`src/hw/rtl/sm3_pkg.sv`:
```
// Package for the SM3 digest block: initial value, round constants and helpers.
// Used by sm3_message_digest_top; depends on nothing.
package sm3_pkg;
    typedef logic [31:0] t_word;

    localparam t_word IV0 = 32'h7380166F;
    localparam t_word IV1 = 32'h4914B2B9;
    localparam t_word IV2 = 32'h172442D7;
    localparam t_word IV3 = 32'hDA8A0600;
    localparam t_word IV4 = 32'hA96F30BC;
    localparam t_word IV5 = 32'h163138AA;
    localparam t_word IV6 = 32'hE38DEE4D;
    localparam t_word IV7 = 32'hB0FB0E4E;
    localparam t_word T_LO = 32'h79CC4519;
    localparam t_word T_HI = 32'h7A879D8A;
    localparam logic [7:0] PAD_BYTE = 8'h80;

    function automatic t_word iv_word(input logic [2:0] idx);
        t_word v;
        case (idx)
            3'd0: v = IV0;
            3'd1: v = IV1;
            3'd2: v = IV2;
            3'd3: v = IV3;
            3'd4: v = IV4;
            3'd5: v = IV5;
            3'd6: v = IV6;
            default: v = IV7;
        endcase
        return v;
    endfunction

    function automatic t_word rotl(input t_word x, input logic [4:0] n);
        logic [63:0] d;
        d = {x, x} << n;
        return d[63:32];
    endfunction

    function automatic t_word perm0(input t_word x);
        return x ^ rotl(x, 5'd9) ^ rotl(x, 5'd17);
    endfunction

    function automatic t_word perm1(input t_word x);
        return x ^ rotl(x, 5'd15) ^ rotl(x, 5'd23);
    endfunction
endpackage

```
`src/hw/rtl/sm3_message_digest_top.sv`:
```
// SM3 message digest, one message byte per input beat.
// A beat that fills a block holds off input through 16 reads (plus the read latency),
// 64 rounds and one fold. A last beat writes up to 16 padding words ahead of each
// padding compression (one or two), then shows eight digest beats. One round a cycle.
// Synchronous active-low reset restores the initial value and clears all counts.
module sm3_message_digest_top
    import sm3_pkg::*;
(
    input  logic        i_clk,
    input  logic        i_rst_n,
    input  logic        i_valid,
    output logic        o_stall,
    input  logic [7:0]  i_data_byte,
    input  logic        i_byte_present,
    input  logic        i_last_of_message,
    output logic        o_valid,
    input  logic        i_stall,
    output logic [31:0] o_digest_word,
    output logic [2:0]  o_word_index,
    output logic        o_last_word
);
    // Control states. Bytes are gathered into a 32-bit word register, and the word so far
    // is written to the block RAM with every byte. Compression reads the RAM word by
    // word into the expansion window, then runs 64 rounds.
    localparam logic [2:0] ST_IDLE = 3'd0;
    localparam logic [2:0] ST_PAD  = 3'd1;  // writes padding words one per cycle
    localparam logic [2:0] ST_LOAD = 3'd2;  // reads 16 words into the window
    localparam logic [2:0] ST_RND  = 3'd3;  // 64 rounds
    localparam logic [2:0] ST_FOLD = 3'd4;  // xor round registers into the chain
    localparam logic [2:0] ST_OUT  = 3'd5;  // eight digest beats

    logic [2:0]  r_state;
    logic [5:0]  r_nbytes;
    logic [54:0] r_blocks;
    t_word       r_acc;
    logic        r_final;     // padding owed after this compression
    logic        r_fin_last;  // this compression is the last one of the message
    logic [4:0]  r_pad_w;     // next word to pad
    logic        r_len_blk;   // the padding block holds the length
    logic [63:0] r_bits;
    logic [4:0]  r_cnt;       // load counter, 0..16 (bit 4 is the read-latency slot)
    logic [5:0]  r_rnd;
    t_word       r_cv [8];
    t_word       r_reg [8];
    t_word       r_win [16];
    logic [2:0]  r_oidx;

    logic        ram_we;
    logic [3:0]  ram_waddr;
    t_word       ram_wdata;
    t_word       ram_rdata;

    sm3_ram #(.WIDTH(32), .DEPTH(16)) u_buf (
        .i_clk  (i_clk),
        .i_we   (ram_we),
        .i_waddr(ram_waddr),
        .i_wdata(ram_wdata),
        .i_raddr(r_cnt[3:0]),
        .o_rdata(ram_rdata)
    );

    logic  in_fire;
    logic  out_fire;
    t_word byte_word;
    logic [5:0] n_nbytes;

    assign o_stall  = (r_state != ST_IDLE);
    assign in_fire  = i_valid && !o_stall;
    assign out_fire = o_valid && !i_stall;
    assign o_valid  = (r_state == ST_OUT);
    assign o_digest_word = r_cv[r_oidx];
    assign o_word_index  = r_oidx;
    assign o_last_word   = (r_oidx == 3'd7);

    // Current byte merged big-endian into the word being gathered.
    always_comb begin
        byte_word = (r_nbytes[1:0] == 2'd0) ? 32'd0 : r_acc;
        case (r_nbytes[1:0])
            2'd0: byte_word[31:24] = i_data_byte;
            2'd1: byte_word[23:16] = i_data_byte;
            2'd2: byte_word[15:8]  = i_data_byte;
            default: byte_word[7:0] = i_data_byte;
        endcase
        n_nbytes = r_nbytes + 6'd1;
    end

    // Padding word for the current pad position. Word r_pad_w[3:0] of the block.
    t_word pad_word;
    logic [3:0] pos_w;
    always_comb begin
        pos_w = r_nbytes[5:2];
        if (r_len_blk && r_pad_w == 5'd14) begin
            pad_word = r_bits[63:32];
        end else if (r_len_blk && r_pad_w == 5'd15) begin
            pad_word = r_bits[31:0];
        end else if (!r_pad_w[4] && r_pad_w[3:0] == pos_w && r_final) begin
            pad_word = (r_nbytes[1:0] == 2'd0) ? 32'd0 : r_acc;
            case (r_nbytes[1:0])
                2'd0: pad_word[31:24] = PAD_BYTE;
                2'd1: pad_word[23:16] = PAD_BYTE;
                2'd2: pad_word[15:8]  = PAD_BYTE;
                default: pad_word[7:0] = PAD_BYTE;
            endcase
        end else begin
            pad_word = 32'd0;
        end
    end

    always_comb begin
        ram_we    = 1'b0;
        ram_waddr = r_nbytes[5:2];
        ram_wdata = byte_word;
        if (r_state == ST_IDLE) begin
            ram_we = in_fire && i_byte_present;
        end else if (r_state == ST_PAD) begin
            ram_we    = 1'b1;
            ram_waddr = r_pad_w[3:0];
            ram_wdata = pad_word;
        end
    end

    // One round of the compression, with the window expansion for word j+16.
    // The window holds W[j] .. W[j+15], so W[j+4] always sits in slot 4.
    t_word w_new, wj, wj4, tj, a12, ss1, ss2, tt1, tt2, ff, gg;
    logic  hi;
    always_comb begin
        hi = (r_rnd >= 6'd16);
        w_new = perm1(r_win[0] ^ r_win[7] ^ rotl(r_win[13], 5'd15))
              ^ rotl(r_win[3], 5'd7) ^ r_win[10];
        wj  = r_win[0];
        wj4 = r_win[4];
        tj  = hi ? T_HI : T_LO;
        a12 = rotl(r_reg[0], 5'd12);
        ss1 = rotl(a12 + r_reg[4] + rotl(tj, r_rnd[4:0]), 5'd7);
        ss2 = ss1 ^ a12;
        if (hi) begin
            ff = (r_reg[0] & r_reg[1]) | (r_reg[0] & r_reg[2]) | (r_reg[1] & r_reg[2]);
            gg = (r_reg[4] & r_reg[5]) | (~r_reg[4] & r_reg[6]);
        end else begin
            ff = r_reg[0] ^ r_reg[1] ^ r_reg[2];
            gg = r_reg[4] ^ r_reg[5] ^ r_reg[6];
        end
        tt1 = ff + r_reg[3] + ss2 + (wj ^ wj4);
        tt2 = gg + r_reg[7] + ss1 + wj;
    end

    // Payload registers: window, round registers and the gathered word.
    always_ff @(posedge i_clk) begin
        if (r_state == ST_IDLE && in_fire && i_byte_present) begin
            r_acc <= byte_word;
        end
        if (r_state == ST_LOAD && r_cnt != 5'd0) begin
            // The window shifts down; slot 15 receives the word read last cycle.
            for (int i = 0; i < 15; i++) r_win[i] <= r_win[i+1];
            r_win[15] <= ram_rdata;
        end
        if (r_state == ST_LOAD && r_cnt == 5'd16) begin
            for (int i = 0; i < 8; i++) r_reg[i] <= r_cv[i];
        end
        if (r_state == ST_RND) begin
            // Window index 0 always holds W[j]; it shifts one place per round.
            for (int i = 0; i < 15; i++) r_win[i] <= r_win[i+1];
            r_win[15] <= w_new;
            r_reg[3] <= r_reg[2];
            r_reg[2] <= rotl(r_reg[1], 5'd9);
            r_reg[1] <= r_reg[0];
            r_reg[0] <= tt1;
            r_reg[7] <= r_reg[6];
            r_reg[6] <= rotl(r_reg[5], 5'd19);
            r_reg[5] <= r_reg[4];
            r_reg[4] <= perm0(tt2);
        end
    end

    always_ff @(posedge i_clk) begin
        if (!i_rst_n) begin
            r_state    <= ST_IDLE;
            r_nbytes   <= 6'd0;
            r_blocks   <= 55'd0;
            r_final    <= 1'b0;
            r_fin_last <= 1'b0;
            r_pad_w    <= 5'd0;
            r_len_blk  <= 1'b0;
            r_bits     <= 64'd0;
            r_cnt      <= 5'd0;
            r_rnd      <= 6'd0;
            r_oidx     <= 3'd0;
            for (int i = 0; i < 8; i++) r_cv[i] <= iv_word(3'(i));
        end else begin
            case (r_state)
                ST_IDLE: begin
                    if (in_fire) begin
                        logic [5:0] nb;
                        logic [54:0] blk;
                        nb  = i_byte_present ? n_nbytes : r_nbytes;
                        blk = (i_byte_present && n_nbytes == 6'd0) ? r_blocks + 55'd1
                                                                   : r_blocks;
                        r_nbytes   <= nb;
                        r_blocks   <= blk;
                        r_final    <= i_last_of_message;
                        r_bits     <= {blk, nb, 3'd0};
                        r_cnt      <= 5'd0;
                        r_fin_last <= 1'b0;
                        if (i_byte_present && n_nbytes == 6'd0) begin
                            r_state <= ST_LOAD;  // full block; pad after if last
                        end else if (i_last_of_message) begin
                            r_state    <= ST_PAD;
                            r_pad_w    <= {1'b0, nb[5:2]};
                            r_len_blk  <= (nb <= 6'd55);
                            r_fin_last <= (nb <= 6'd55);
                        end
                    end
                end
                ST_PAD: begin
                    if (r_pad_w[3:0] == 4'd15) begin
                        r_state <= ST_LOAD;
                        r_cnt   <= 5'd0;
                    end
                    r_pad_w <= r_pad_w + 5'd1;
                end
                ST_LOAD: begin
                    r_cnt <= r_cnt + 5'd1;
                    if (r_cnt == 5'd16) begin
                        r_state <= ST_RND;
                        r_rnd   <= 6'd0;
                    end
                end
                ST_RND: begin
                    r_rnd <= r_rnd + 6'd1;
                    if (r_rnd == 6'd63) r_state <= ST_FOLD;
                end
                ST_FOLD: begin
                    for (int i = 0; i < 8; i++) r_cv[i] <= r_cv[i] ^ r_reg[i];
                    r_oidx <= 3'd0;
                    if (r_fin_last) begin
                        r_state <= ST_OUT;
                    end else if (r_final) begin
                        // Padding still owed: a length block, which also carries the marker if none was written.
                        r_state    <= ST_PAD;
                        r_len_blk  <= 1'b1;
                        r_fin_last <= 1'b1;
                        if (r_nbytes == 6'd0 || r_nbytes > 6'd55) begin
                            // Marker already written (zero block), or block was full (marker goes in word 0).
                            r_pad_w <= 5'd0;
                            if (r_nbytes != 6'd0) r_final <= 1'b0;
                            if (r_nbytes == 6'd0) r_pad_w <= 5'd0;
                        end
                        if (r_nbytes > 6'd55) r_nbytes <= 6'd0;
                    end else begin
                        r_state <= ST_IDLE;
                    end
                end
                ST_OUT: begin
                    if (out_fire) begin
                        r_oidx <= r_oidx + 3'd1;
                        if (r_oidx == 3'd7) begin
                            r_state  <= ST_IDLE;
                            r_nbytes <= 6'd0;
                            r_blocks <= 55'd0;
                            r_final  <= 1'b0;
                            for (int i = 0; i < 8; i++) r_cv[i] <= iv_word(3'(i));
                        end
                    end
                end
                default: r_state <= ST_IDLE;
            endcase
        end
    end
endmodule

```
`src/hw/rtl/sm3_ram.sv`:
```
// Generic single-port-write, single-port-read RAM with a registered read.
// Standalone; used by the SM3 top level for the block buffer.
module sm3_ram #(
    parameter int WIDTH = 32,
    parameter int DEPTH = 16
) (
    input  logic                     i_clk,
    input  logic                     i_we,
    input  logic [$clog2(DEPTH)-1:0] i_waddr,
    input  logic [WIDTH-1:0]         i_wdata,
    input  logic [$clog2(DEPTH)-1:0] i_raddr,
    output logic [WIDTH-1:0]         o_rdata
);
    logic [WIDTH-1:0] r_mem [DEPTH];

    always_ff @(posedge i_clk) begin
        if (i_we) begin
            r_mem[i_waddr] <= i_wdata;
        end
        o_rdata <= r_mem[i_raddr];
    end
endmodule

```
`config.mk`:
```
export PLATFORM = sky130hd
export DESIGN_NAME = sm3_message_digest_top
export DESIGN_NICKNAME = d
export VERILOG_FILES = /design/src/hw/rtl/sm3_pkg.sv /design/src/hw/rtl/sm3_message_digest_top.sv /design/src/hw/rtl/sm3_ram.sv
export SDC_FILE = /design/constraint.sdc
export NUM_CORES = 2
export LEC_CHECK = 0
export ABC_AREA = 0
export BUFFER_PORTS_ARGS = -buffer_cell sky130_fd_sc_hd__buf_4
export CORE_MARGIN = 1.5
export CORE_UTILIZATION = 35
export DETAILED_ROUTE_END_ITERATION = 12
export SLEW_MARGIN = 0
export SYNTH_ARGS = -nofsm -noshare
export SYNTH_HDL_FRONTEND = slang
export SYNTH_SLANG_ARGS = --single-unit
export TNS_END_PERCENT = 20
```
`constraint.sdc`:
```
create_clock -name i_clk -period 14.02 [get_ports i_clk]
set_input_delay 2.804 -clock i_clk [delete_from_list [all_inputs] [get_ports i_clk]]
set_output_delay 2.804 -clock i_clk [all_outputs]
set_load 0.05 [all_outputs]
```
Word level (Yosys, flattened, before mapping) --
Memory sizes are Yosys's and may differ from the RTL's. A register that Yosys moved wholly into a read port is not among the register bits. Cells that the tools add are included.
Operators by class: add/sub/neg operators 14, magnitude comparators 3, equality and inequality tests 27, shifts and indexed selects 1, muxes and demuxes 178, bitwise operators 71, reduce and logical (&&, ||, !) cells 42
Operators with widths (count):
- $mux 32 | 88
- $xor 32x32->32 | 22
- $add 32x32->32 | 8
- $mux 55 | 4
- $and 32x32->32 | 5
- $pmux 55 s2 | 1
- $or 32x32->32 | 3
- $mux 8 | 8
- $shl 63x5->64 | 1
- $add 55x1->55 const B | 1
- $mux 6 | 8
- $mux 5 | 8
- $or 1x1->1 | 40
- $mux 1 | 37
- $mux 3 | 12
- $not 32->32 | 1
- $pmux 5 s3 | 2
- $mux 26 | 1
- $reduce_and 7->1 | 3
- $pmux 3 s6 | 1
- $pmux 6 s3 | 1
- $ne 2x2->1 const B | 7
- $add 6x1->6 const B | 2
- $logic_and 1x1->1 | 12
- other kinds (37) | 60
Word-level totals: register bits after elaboration 179, bits in writable memories 1536, output and inout bits 38, memories 4
Memory list:
- r_win | depth 16, width 32, read ports 16, clocked after memory_dff 0, wr ports 16, line sm3_message_digest_top.sv:45 | t_word r_win [16];
- u_buf.r_mem | depth 16, width 32, read ports 1, clocked after memory_dff 1, wr ports 1, line sm3_ram.sv:14 | logic [WIDTH-1:0] r_mem [DEPTH];
- r_cv | depth 8, width 32, read ports 9, clocked after memory_dff 1, wr ports 8, line sm3_message_digest_top.sv:43 | t_word r_cv [8];
- r_reg | depth 8, width 32, read ports 8, clocked after memory_dff 0, wr ports 8, line sm3_message_digest_top.sv:44 | t_word r_reg [8];

Depth between registers and ports, before layout --
An unclocked memory read counts as a cell.
depth after elaboration 11, depth in mapped cells 39

Hierarchy --
Synthesis repeated with hierarchy kept, for this count alone.
Second synthesis, totals: cells, all modules 6599, area, all modules 83241.1 um2
By module, submodules not included:
- sm3_message_digest_top | times used 1, cells each 5761, area each 63405.8 um2
- sm3_ram | times used 1, cells each 838, area each 19835.3 um2

Worst setup path before layout --
No wires, ideal clock.
path type reg-to-reg, start point register r_cnt[1], end point register r_rnd[2], library setup time 0.128 ns, arrival time 13.279 ns, setup slack 0.613 ns, stages on the path, launching flop included 10, path buffers 2, period minus slack after synthesis 13.407 ns, cell sequence dfxtp_1 clkbuf_1 clkbuf_1 inv_1 ha_1 a31oi_1 nor2_1 o21ai_0 a21oi_1 nor2_1
On the way: longest elaborated chain between the ends 3
RTL lines:
- from (decl) | line sm3_message_digest_top.sv:41 | logic [4:0] r_cnt;
- from (signal assigned) | line sm3_message_digest_top.sv:222 | r_cnt <= r_cnt + 5'd1;
- $eq 5x5->1 | line sm3_message_digest_top.sv:223 | if (r_cnt == 5'd16) begin
- $ne 2x1->1 (no line)
- $reduce_and 2->1 (no line)
- to (signal assigned) | line sm3_message_digest_top.sv:229 | r_rnd <= r_rnd + 6'd1;
- to (decl) | line sm3_message_digest_top.sv:42 | logic [5:0] r_rnd;
No other way between the ends. A chain may end at the register's enable or synchronous reset.

==> impl_metrics.env <==
export IMPL_outcome="complete, no violations"
export IMPL_die_area_um2=241000
export IMPL_setup_violations_final=0
export IMPL_synth_sequential_area_ratio_pct=59.3
export IMPL_clk_root_buffer_cell="sky130_fd_sc_hd__clkbuf_16"
export IMPL_async_flop_share_pct=0
export IMPL_routed_wire_length_per_instance_um=25.0
export IMPL_chipWidth_um=491
export IMPL_cpMostUsedCell="sky130_fd_sc_hd__o21ai_0"
export IMPL_setup_repair_after_global_routing_missed_its_margin="no"
export IMPL_relSlewSlack_pct=7.31
export IMPL_synth_avg_cell_area_um2=12.8
export IMPL_synthesis_warnings=0
export IMPL_tritoncts_clock_tree="built"
export IMPL_cts_buffers_inserted=176
export IMPL_number_of_buffers_inserted_by_post_cts_setup_repair=0
export IMPL_layout_skew_ps=81.4
export IMPL_timing_fmax_ghz=0.0934
export IMPL_worst_path_largest_cell_delay_ps=660
export IMPL_detail_route_wirelength_um=247000
export IMPL_post_place_cells=9548
export IMPL_ant_nets=0
export IMPL_dp_hpwl_um=170000
export IMPL_power_leakage_uw=0.0322
export IMPL_final_period_minus_worst_setup_slack_ps=10710
export IMPL_synthXorXnorAreaFrac_pct=7.21
export IMPL_worst_hold_check_slack_ps=373
export IMPL_first_iter_violations=5337
export IMPL_register_cell_area_after_layout_um2=49500
export IMPL_postSynthCellCount=6535
export IMPL_report_final_hold_viol_count=0
export IMPL_syn_num_nets=6848
export IMPL_dieHeight_um=491
export IMPL_clock_latency_ps=850
export IMPL_floorplan_initialDensity_pct=35.1
export IMPL_synth_cell_area_um2=83400
export IMPL_crit_buf_inv=6
export IMPL_complex_gate_fraction_of_the_synthesized_area_pct=8.05
export IMPL_grt_pass1_vias=51000
export IMPL_crit_required_ps=14500
export IMPL_ys_dominant_reg_cell="sky130_fd_sc_hd__edfxtp_1"
export IMPL_timing_critical_path_fanout_max=49
export IMPL_crit_slowest_cell="sky130_fd_sc_hd__buf_4"
export IMPL_clock_sinks=1750
export IMPL_tns_ps=0
export IMPL_ffs_latches_synth=1750
export IMPL_max_cap_violations=0
export IMPL_synth_cell_type_count=101
export IMPL_nFillCells=22300
export IMPL_h_tree_depth=4
export IMPL_power_per_cell_area_nw_per_um2=176
export IMPL_critical_path_startpoint_type="flip-flop"
export IMPL_min_period_over_period_pct=76.4
export IMPL_final_critical_path_setup_slack_ps=3310
export IMPL_core_box_area_um2=237000
export IMPL_post_layout_instance_count_excluding_filler_cells=9884
export IMPL_floorplan_io_pins=52
export IMPL_gp_routability_congestion=0.952
export IMPL_first_pass_grt_wire_length_um=358000
export IMPL_dominant_combinational_cell_family_by_area_after_synthesis="simple AND/OR/NAND/NOR gates"
export IMPL_final_max_slew_violation_count=0
export IMPL_dr_pass1_iters=6
export IMPL_flow_area_growth_from_synthesis_pct=12.3
export IMPL_number_of_synthesized_flops_with_an_enable_pin=1440
export IMPL_timing_critical_path_to_type="flip-flop"
export IMPL_post_cts_resized_instances=0
export IMPL_timing_worst_slew_pin_value_ps=1390
export IMPL_clock_transition_at_path_regs_ps=60
export IMPL_post_synthesis_mux_area_share_pct=7.39
export IMPL_placement_io_buffers=51
export IMPL_critPathTopFamily="compound AO/OA/AOI/OAI gates"
export IMPL_route_vias_total=52800
export IMPL_vias_per_cell=5.34
export IMPL_clock_tree_buffer_depth=3
export IMPL_worst_ir_drop_vdd_mv=0.189
export IMPL_top_registers="r_win x512, u_buf.r_mem x512"
export IMPL_synth_simple_gate_area_share_pct=9.00
export IMPL_place_worst_setup_slack_ps=3590
export IMPL_cts_hold_fix_buffers=0
export IMPL_final_layout_size_suffix_gt1_share_pct=11.6
export IMPL_hp_class="reg -> reg"
export IMPL_grt_overflow_total=0
export IMPL_rows=179
export IMPL_timing_critical_path_arrival_ps=11190
export IMPL_total_power_uw=16500
export IMPL_multi_input_comb_area_um2=31800
export IMPL_grt_usage_pct=20.2
export IMPL_post_synth_fa_ha_maj_area_fraction_pct=6.20
export IMPL_setup_worst_path_class="reg -> reg"
export IMPL_drc=0
export IMPL_grt_max_degree=208
export IMPL_antenna_found_initial=10
export IMPL_final_nets=6872
[kinds of logic after synthesis]
family          count (synthesis)
buf+inv                       630
mux                           329
xor+xnor                      677
compound gates               1108
flops                        1750
fa+ha+maj                     301
simple gates                 1740
[final timing paths]
check                   to           from  cells past startpoint  slack (ps)
min          r_win[1][193]  r_win[1][225]                      0         370
max reg2reg   r_reg[0][31]       r_rnd[4]                     37        3310
min reg2reg  r_win[1][193]  r_win[1][225]                      0         370
max           r_reg[0][31]       r_rnd[4]                     37        3310
[layer usage]
layer  GRT usage, %  vias to the layer above  wire (µm)
met3           3.57                      357      16500
met4           7.43                        4       9760
met5              0                        -         27
met1           27.2                    26900     104000
li1               -                    23600          -
met2           32.5                     1921     117000
[power by group]
group / leakage [µW] / internal, µW / switching [µW]
Sequential: 0.0155 / 6130 / 219
Combinational: 0.0138 / 2010 / 3250
Clock: 0.00287 / 2740 / 2110
Total: 0.0322 / 10900 / 5580
[placed cells by master, fill, tap and decap left out, types with 68 or more instances in the layout]
cell type	count
sky130_fd_sc_hd__nand2_1	939
sky130_fd_sc_hd__nor3_1	74
sky130_fd_sc_hd__edfxtp_1	1440
sky130_fd_sc_hd__a21oi_1	262
sky130_fd_sc_hd__a211oi_1	68
sky130_fd_sc_hd__nand3_1	69
sky130_fd_sc_hd__and3_1	89
sky130_fd_sc_hd__xor2_1	160
sky130_fd_sc_hd__nor2_1	378
sky130_fd_sc_hd__mux4_2	224
sky130_fd_sc_hd__xnor2_1	510
sky130_fd_sc_hd__clkbuf_16	179
sky130_fd_sc_hd__o21ai_0	448
sky130_fd_sc_hd__dfxtp_1	301
sky130_fd_sc_hd__buf_4	155
sky130_fd_sc_hd__ha_1	111
sky130_fd_sc_hd__fa_1	188
sky130_fd_sc_hd__inv_1	314
[final cells by class]
class / count / share of cell area [%]
Antenna cell: 4 / 0.0107
Tap cell: 3167 / 4.23
Multi-Input combinational cell: 4155 / 34.0
Clock buffer: 240 / 5.11
Timing Repair Buffer: 158 / 1.31
Clock inverter: 92 / 1.26
Inverter: 318 / 1.28
Sequential cell: 1750 / 52.8
[through the flow]
stage                     cell area, µm²  util [%]
after detailed placement           87700      36.9
after floorplan                    83400         -
after global routing               93700      39.5
final                              93700      39.5
after CTS                          93700      39.5
after global placement             87700      36.9
[cell usage after synthesis (19+ instances only)]
master | instances | area share (%)
sky130_fd_sc_hd__xor2_1 | 160 | 1.7
sky130_fd_sc_hd__mux2i_1 | 47 | 0.56
sky130_fd_sc_hd__buf_1 | 48 | 0.22
sky130_fd_sc_hd__nand3_1 | 70 | 0.42
sky130_fd_sc_hd__ha_1 | 111 | 1.7
sky130_fd_sc_hd__nand4_1 | 22 | 0.16
sky130_fd_sc_hd__and3_1 | 89 | 0.67
sky130_fd_sc_hd__edfxtp_1 | 1440 | 52
sky130_fd_sc_hd__a221o_1 | 19 | 0.23
sky130_fd_sc_hd__xnor2_1 | 511 | 5.4
sky130_fd_sc_hd__clkbuf_1 | 253 | 1.1
sky130_fd_sc_hd__a31oi_1 | 41 | 0.31
sky130_fd_sc_hd__fa_1 | 188 | 4.5
sky130_fd_sc_hd__a21o_1 | 55 | 0.49
sky130_fd_sc_hd__dfxtp_1 | 310 | 7.4
sky130_fd_sc_hd__nor2_1 | 400 | 1.8
sky130_fd_sc_hd__o211ai_1 | 32 | 0.29
sky130_fd_sc_hd__mux4_2 | 224 | 6.0
sky130_fd_sc_hd__a211oi_1 | 68 | 0.61
sky130_fd_sc_hd__nand2_1 | 944 | 4.2
sky130_fd_sc_hd__mux2_2 | 58 | 0.78
sky130_fd_sc_hd__o21ai_0 | 454 | 2.7
sky130_fd_sc_hd__nor3_1 | 75 | 0.45
sky130_fd_sc_hd__a21oi_1 | 263 | 1.6
sky130_fd_sc_hd__a22o_1 | 28 | 0.29
sky130_fd_sc_hd__inv_1 | 315 | 1.4
sky130_fd_sc_hd__o21a_1 | 21 | 0.19
sky130_fd_sc_hd__nand2b_1 | 40 | 0.30
(Power assumes the default switching activity.)
